<file path="config.mk">
export PLATFORM = sky130hd
export DESIGN_NAME = hsdd_ctrl
export DESIGN_NICKNAME = d
export VERILOG_FILES = /design/src/rtl/hsdd_pkg.sv /design/src/rtl/hsdd_ctrl.sv
export SDC_FILE = /design/constraint.sdc
export NUM_CORES = 1
export LEC_CHECK = 0
export BUFFER_PORTS_ARGS = -buffer_cell sky130_fd_sc_hd__buf_2
export CORE_AREA = 2 2 39 41
export CTS_CLUSTER_SIZE = 40
export DETAILED_ROUTE_END_ITERATION = 8
export DIE_AREA = 0 0 41 43
export SLEW_MARGIN = 10
export SYNTH_ARGS = -nofsm -noshare
export SYNTH_HDL_FRONTEND = slang
export SYNTH_SLANG_ARGS = --single-unit
</file>
<file path="constraint.sdc">
create_clock -name clk -period 4.5 [get_ports clk]
set_clock_uncertainty 0.05 [all_clocks]
set_input_delay 0.9 -clock clk [delete_from_list [all_inputs] [get_ports clk]]
set_output_delay 0.9 -clock clk [all_outputs]
set_load 0.02 [all_outputs]
</file>
<file path="src/rtl/hsdd_pkg.sv">
// shared types and constants for the hash set duplicate detector
package hsdd_pkg;

  localparam int HSDD_BUCKETS = 256;
  localparam int HSDD_WAYS    = 4;

  // bucket rows carry an epoch tag so that an array end clears the set at once
  localparam int EPOCH_W = 8;

  // low words of the mixer multipliers: only the low 32 product bits are kept
  localparam logic [31:0] MIX_MUL_A_LO = 32'h1ce4e5b9;
  localparam logic [31:0] MIX_MUL_B_LO = 32'h133111eb;
  localparam int MIX_SH_0 = 30;
  localparam int MIX_SH_1 = 27;
  localparam int MIX_SH_2 = 31;

  typedef struct packed {
    logic signed [31:0] value;
    logic               last_item;
  } hsdd_in_t;

  typedef struct packed {
    logic seen_before;
    logic any_duplicate;
    logic bucket_overflow;
    logic end_of_array;
  } hsdd_out_t;

  // controller to datapath
  typedef struct packed {
    logic accept;
    logic clr;
    logic h1;
    logic h2;
    logic h3;
    logic h4;
    logic rd;
    logic upd;
  } hsdd_cmd_t;

  // datapath to controller
  typedef struct packed {
    logic clr_done;
    logic epoch_full;
    logic last;
  } hsdd_stat_t;

endpackage

</file>
<file path="src/rtl/hsdd_ctrl.sv">
// sequencer for the duplicate detector: clear pass, hash steps, bucket read and update
module hsdd_ctrl
  import hsdd_pkg::*;
(
  input  logic       clk,
  input  logic       rst_n,
  input  logic       start,
  input  hsdd_stat_t stat,
  output hsdd_cmd_t  cmd,
  output logic       busy
);

  typedef enum logic [7:0] {
    ST_IDLE  = 8'b0000_0001,
    ST_CLEAR = 8'b0000_0010,
    ST_H1    = 8'b0000_0100,
    ST_H2    = 8'b0000_1000,
    ST_H3    = 8'b0001_0000,
    ST_H4    = 8'b0010_0000,
    ST_RD    = 8'b0100_0000,
    ST_UPD   = 8'b1000_0000
  } hsdd_state_t;

  hsdd_state_t state_r, state_nxt;

  always_ff @(posedge clk) begin
    if (!rst_n) begin
      state_r <= ST_CLEAR;
    end else begin
      state_r <= state_nxt;
    end
  end

  always_comb begin
    state_nxt = state_r;
    case (state_r)
      ST_IDLE: begin
        if (start) state_nxt = ST_H1;
      end
      ST_CLEAR: begin
        if (stat.clr_done) state_nxt = ST_IDLE;
      end
      ST_H1: state_nxt = ST_H2;
      ST_H2: state_nxt = ST_H3;
      ST_H3: state_nxt = ST_H4;
      ST_H4: state_nxt = ST_RD;
      ST_RD: state_nxt = ST_UPD;
      ST_UPD: begin
        // epoch tag runs out at this array end: wipe all rows first
        if (stat.last && stat.epoch_full) state_nxt = ST_CLEAR;
        else                              state_nxt = ST_IDLE;
      end
      default: state_nxt = ST_CLEAR;
    endcase
  end

  assign busy       = (state_r != ST_IDLE);
  assign cmd.accept = (state_r == ST_IDLE) && start;
  assign cmd.clr    = (state_r == ST_CLEAR);
  assign cmd.h1     = (state_r == ST_H1);
  assign cmd.h2     = (state_r == ST_H2);
  assign cmd.h3     = (state_r == ST_H3);
  assign cmd.h4     = (state_r == ST_H4);
  assign cmd.rd     = (state_r == ST_RD);
  assign cmd.upd    = (state_r == ST_UPD);

endmodule

</file>
==> metrics.csv <==
metric;value;unit
diodes;0;
critPathArrivalTime;1810;ps
dr.first_iter.drc_count;4;
htreeDepth;1;
dieArea;0.00176;mm2
die_w;41;um
synth.top_cell.area_share;31.4;%
die_y;43;um
crit_type;flip-flop to output port;
synth.yosys.warnings;0;
drv_slew;0;
antenna_found_initial;0;
grt_pass1_vias;385;
cts_buffer_depth;2;
root_buffer;clkbuf_4;
period_minus_slack;2760;ps
hold_path_depth;2;
switching_share;31.0;%
clkSlewWorstSetupHoldPaths;50;ps
vias_per_cell;5.26;
worst_setup_path_start_kind;flip-flop;
cp.required;3550;ps
grt_pass1_wl;1.58;mm
wl;1.02;mm
hp-class;flip-flop to flip-flop;
numCtsBuffers;3;
clkPwrFrac;29.5;%
drc_errors;0;
synth_area_leaders;dfxtp_1 31%, nor3b_1 5.9%, xor2_1 5.1%;
crit_path_end_kind;output port;
vdd_drop_max;0.118;mV
port_buffers;14;
max_cap_violations;0;
worstSkewPairLatency;250;ps
fin_util;43.3;%
core_area;0.00138;mm2
synth_cells;60;
grt_overflow;0;
cts.sinks;8;
tritoncts;yes;
power_frac_comb;26.7;%
reg2regPathDepth;4;
num_rows;14;
top_regs;state_r: 8 flops;
worst_slack;1740;ps
synth_area_per_cell;8.51;um2
vias;473;
dp_cells;87;
place_congestion;0.707;
p_leak;0.273;nW
rsz0062_at_grt;false;
fmax;362;MHz
hold_buffers;0;
seq_area;160;um2
crit_path_start;state_r[2]$_SDFFE_PN0P_;
multi_input_area;315;um2
slew_headroom;58.3;%
status;finished, final reports clean;
powerDensity;306;mW/mm2
grt.total_usage;14.1;%
start_util;36.9;%
whs;509;ps
yosysUniqueCellTypes;29;
r2r_start;state_r[2]$_SDFFE_PN0P_;
fin_nets;82;
drt-pass1-iter-count;3;
synth_area;510;um2
fillers;136;
pin_count;15;
largest_reg_flops;8;
dp_hpwl;817;um
setup_violations;0;
worst-path-max-fanout;8;
syn_nets;66;
ant_nets;0;
post_cts_buffers;0;
min_from;state_r[3]$_SDFFE_PN0P_;
wl_per_cell;11.3;um
tightest_slew;620;ps
syn2layout_area_growth;17.4;%
power.switching;0.0569;mW
pre_cts_slack;2000;ps
yosysTopAreaCell;dfxtp_1;
p_seq_share;43.8;%
final_hold_viol_count;0;
final.setup.tns;0;ps
ys_seq_elements;8;
drive_above_1_share;33.8;%
cts_resized;0;
p_int;0.127;mW
largest_register;state_r;
grt_max_degree;9;
fin_crit_sh;61.4;%
instances_no_fill;90;
ys_seq_area_share;31.4;%
[worst max-delay path, cell delays in order, from the launching register on]
cell	delay (ps)
dfxtp_1	370
or4_4	560
or3_4	370
nor2_1	100
buf_2	160
[layout by cell type, fill, tap and decap left out, drive strengths merged]
master	netlist	layout
o211a	1	1
dfxtp	8	8
nor3	3	3
nor3b	4	4
xor2	3	3
or3	1	1
clkbuf	1	3
and2	1	1
nand3	5	5
nor4b	2	2
nor2	5	5
a21boi	2	2
and2b	1	1
inv	3	3
nor4	4	4
buf	2	14
and4b	2	2
o2111ai	1	1
nor2b	1	1
or2b	1	1
nand2	5	5
o21ai	2	2
or4	1	1
and3	1	1
[per-layer routing]
metal	GRT usage [%]	share of wire [%]	vias up	routed length, um
li1	-	-	249	-
met1	15.9	45	209	455
met2	20.0	46	11	471
met3	4.71	5.5	4	56
met4	12.0	3.3	0	34
met5	0	0	-	0
[cell usage after synthesis (all sizes together)]
cell type / count
dfxtp: 8
nand2: 5
nand3: 5
nor2: 5
nor3b: 4
nor4: 4
inv: 3
nor3: 3
xor2: 3
a21boi: 2
and4b: 2
buf: 2
nor4b: 2
o21ai: 2
and2: 1
and2b: 1
and3: 1
clkbuf: 1
nor2b: 1
o2111ai: 1
o211a: 1
or2b: 1
or3: 1
or4: 1
[logic make-up after synthesis]
kind of cell           count (synthesis)  synth area share (%)
XOR/XNOR                               3                  5.15
AND/OR/NAND/NOR                       37                  46.1
AO/OA/AOI/OAI                          6                  10.5
flip-flops                             8                  31.4
buffers and inverters                  6                  6.86
[metrics by stage]
step,total power [mW],cell area (um2)
2_1_floorplan,0.118,510
3_3_place_gp,0.130,577
3_5_place_dp,0.131,577
4_1_cts,0.185,599
5_1_grt,0.195,599
6_report,0.183,599
[power by group through the flow]
stage	clock [mW]	combinational, mW	sequential [mW]
finish	0.0541	0.0490	0.0803
detailed placement	0	0.0494	0.0815
CTS	0.0552	0.0495	0.0801
floorplan	0	0.0377	0.0798
global route	0.0599	0.0549	0.0803
global placement	0	0.0487	0.0815
[final timing paths]
kind,slack (ps),endpoint
max,1740,cmd[6]
min reg2reg,510,state_r[4]$_SDFFE_PN0P_
max reg2reg,2710,state_r[3]$_SDFFE_PN0P_
min,510,state_r[4]$_SDFFE_PN0P_
[final cells by class]
cell class,instances,area share (%)
multi-input combinational,46,52.6
sequential,8,26.7
timing repair buffer,14,11.7
clock buffer,3,3.76
tap,16,3.34
inverter,3,1.88
No activity file was read; power rests on OpenSTA's default activity.
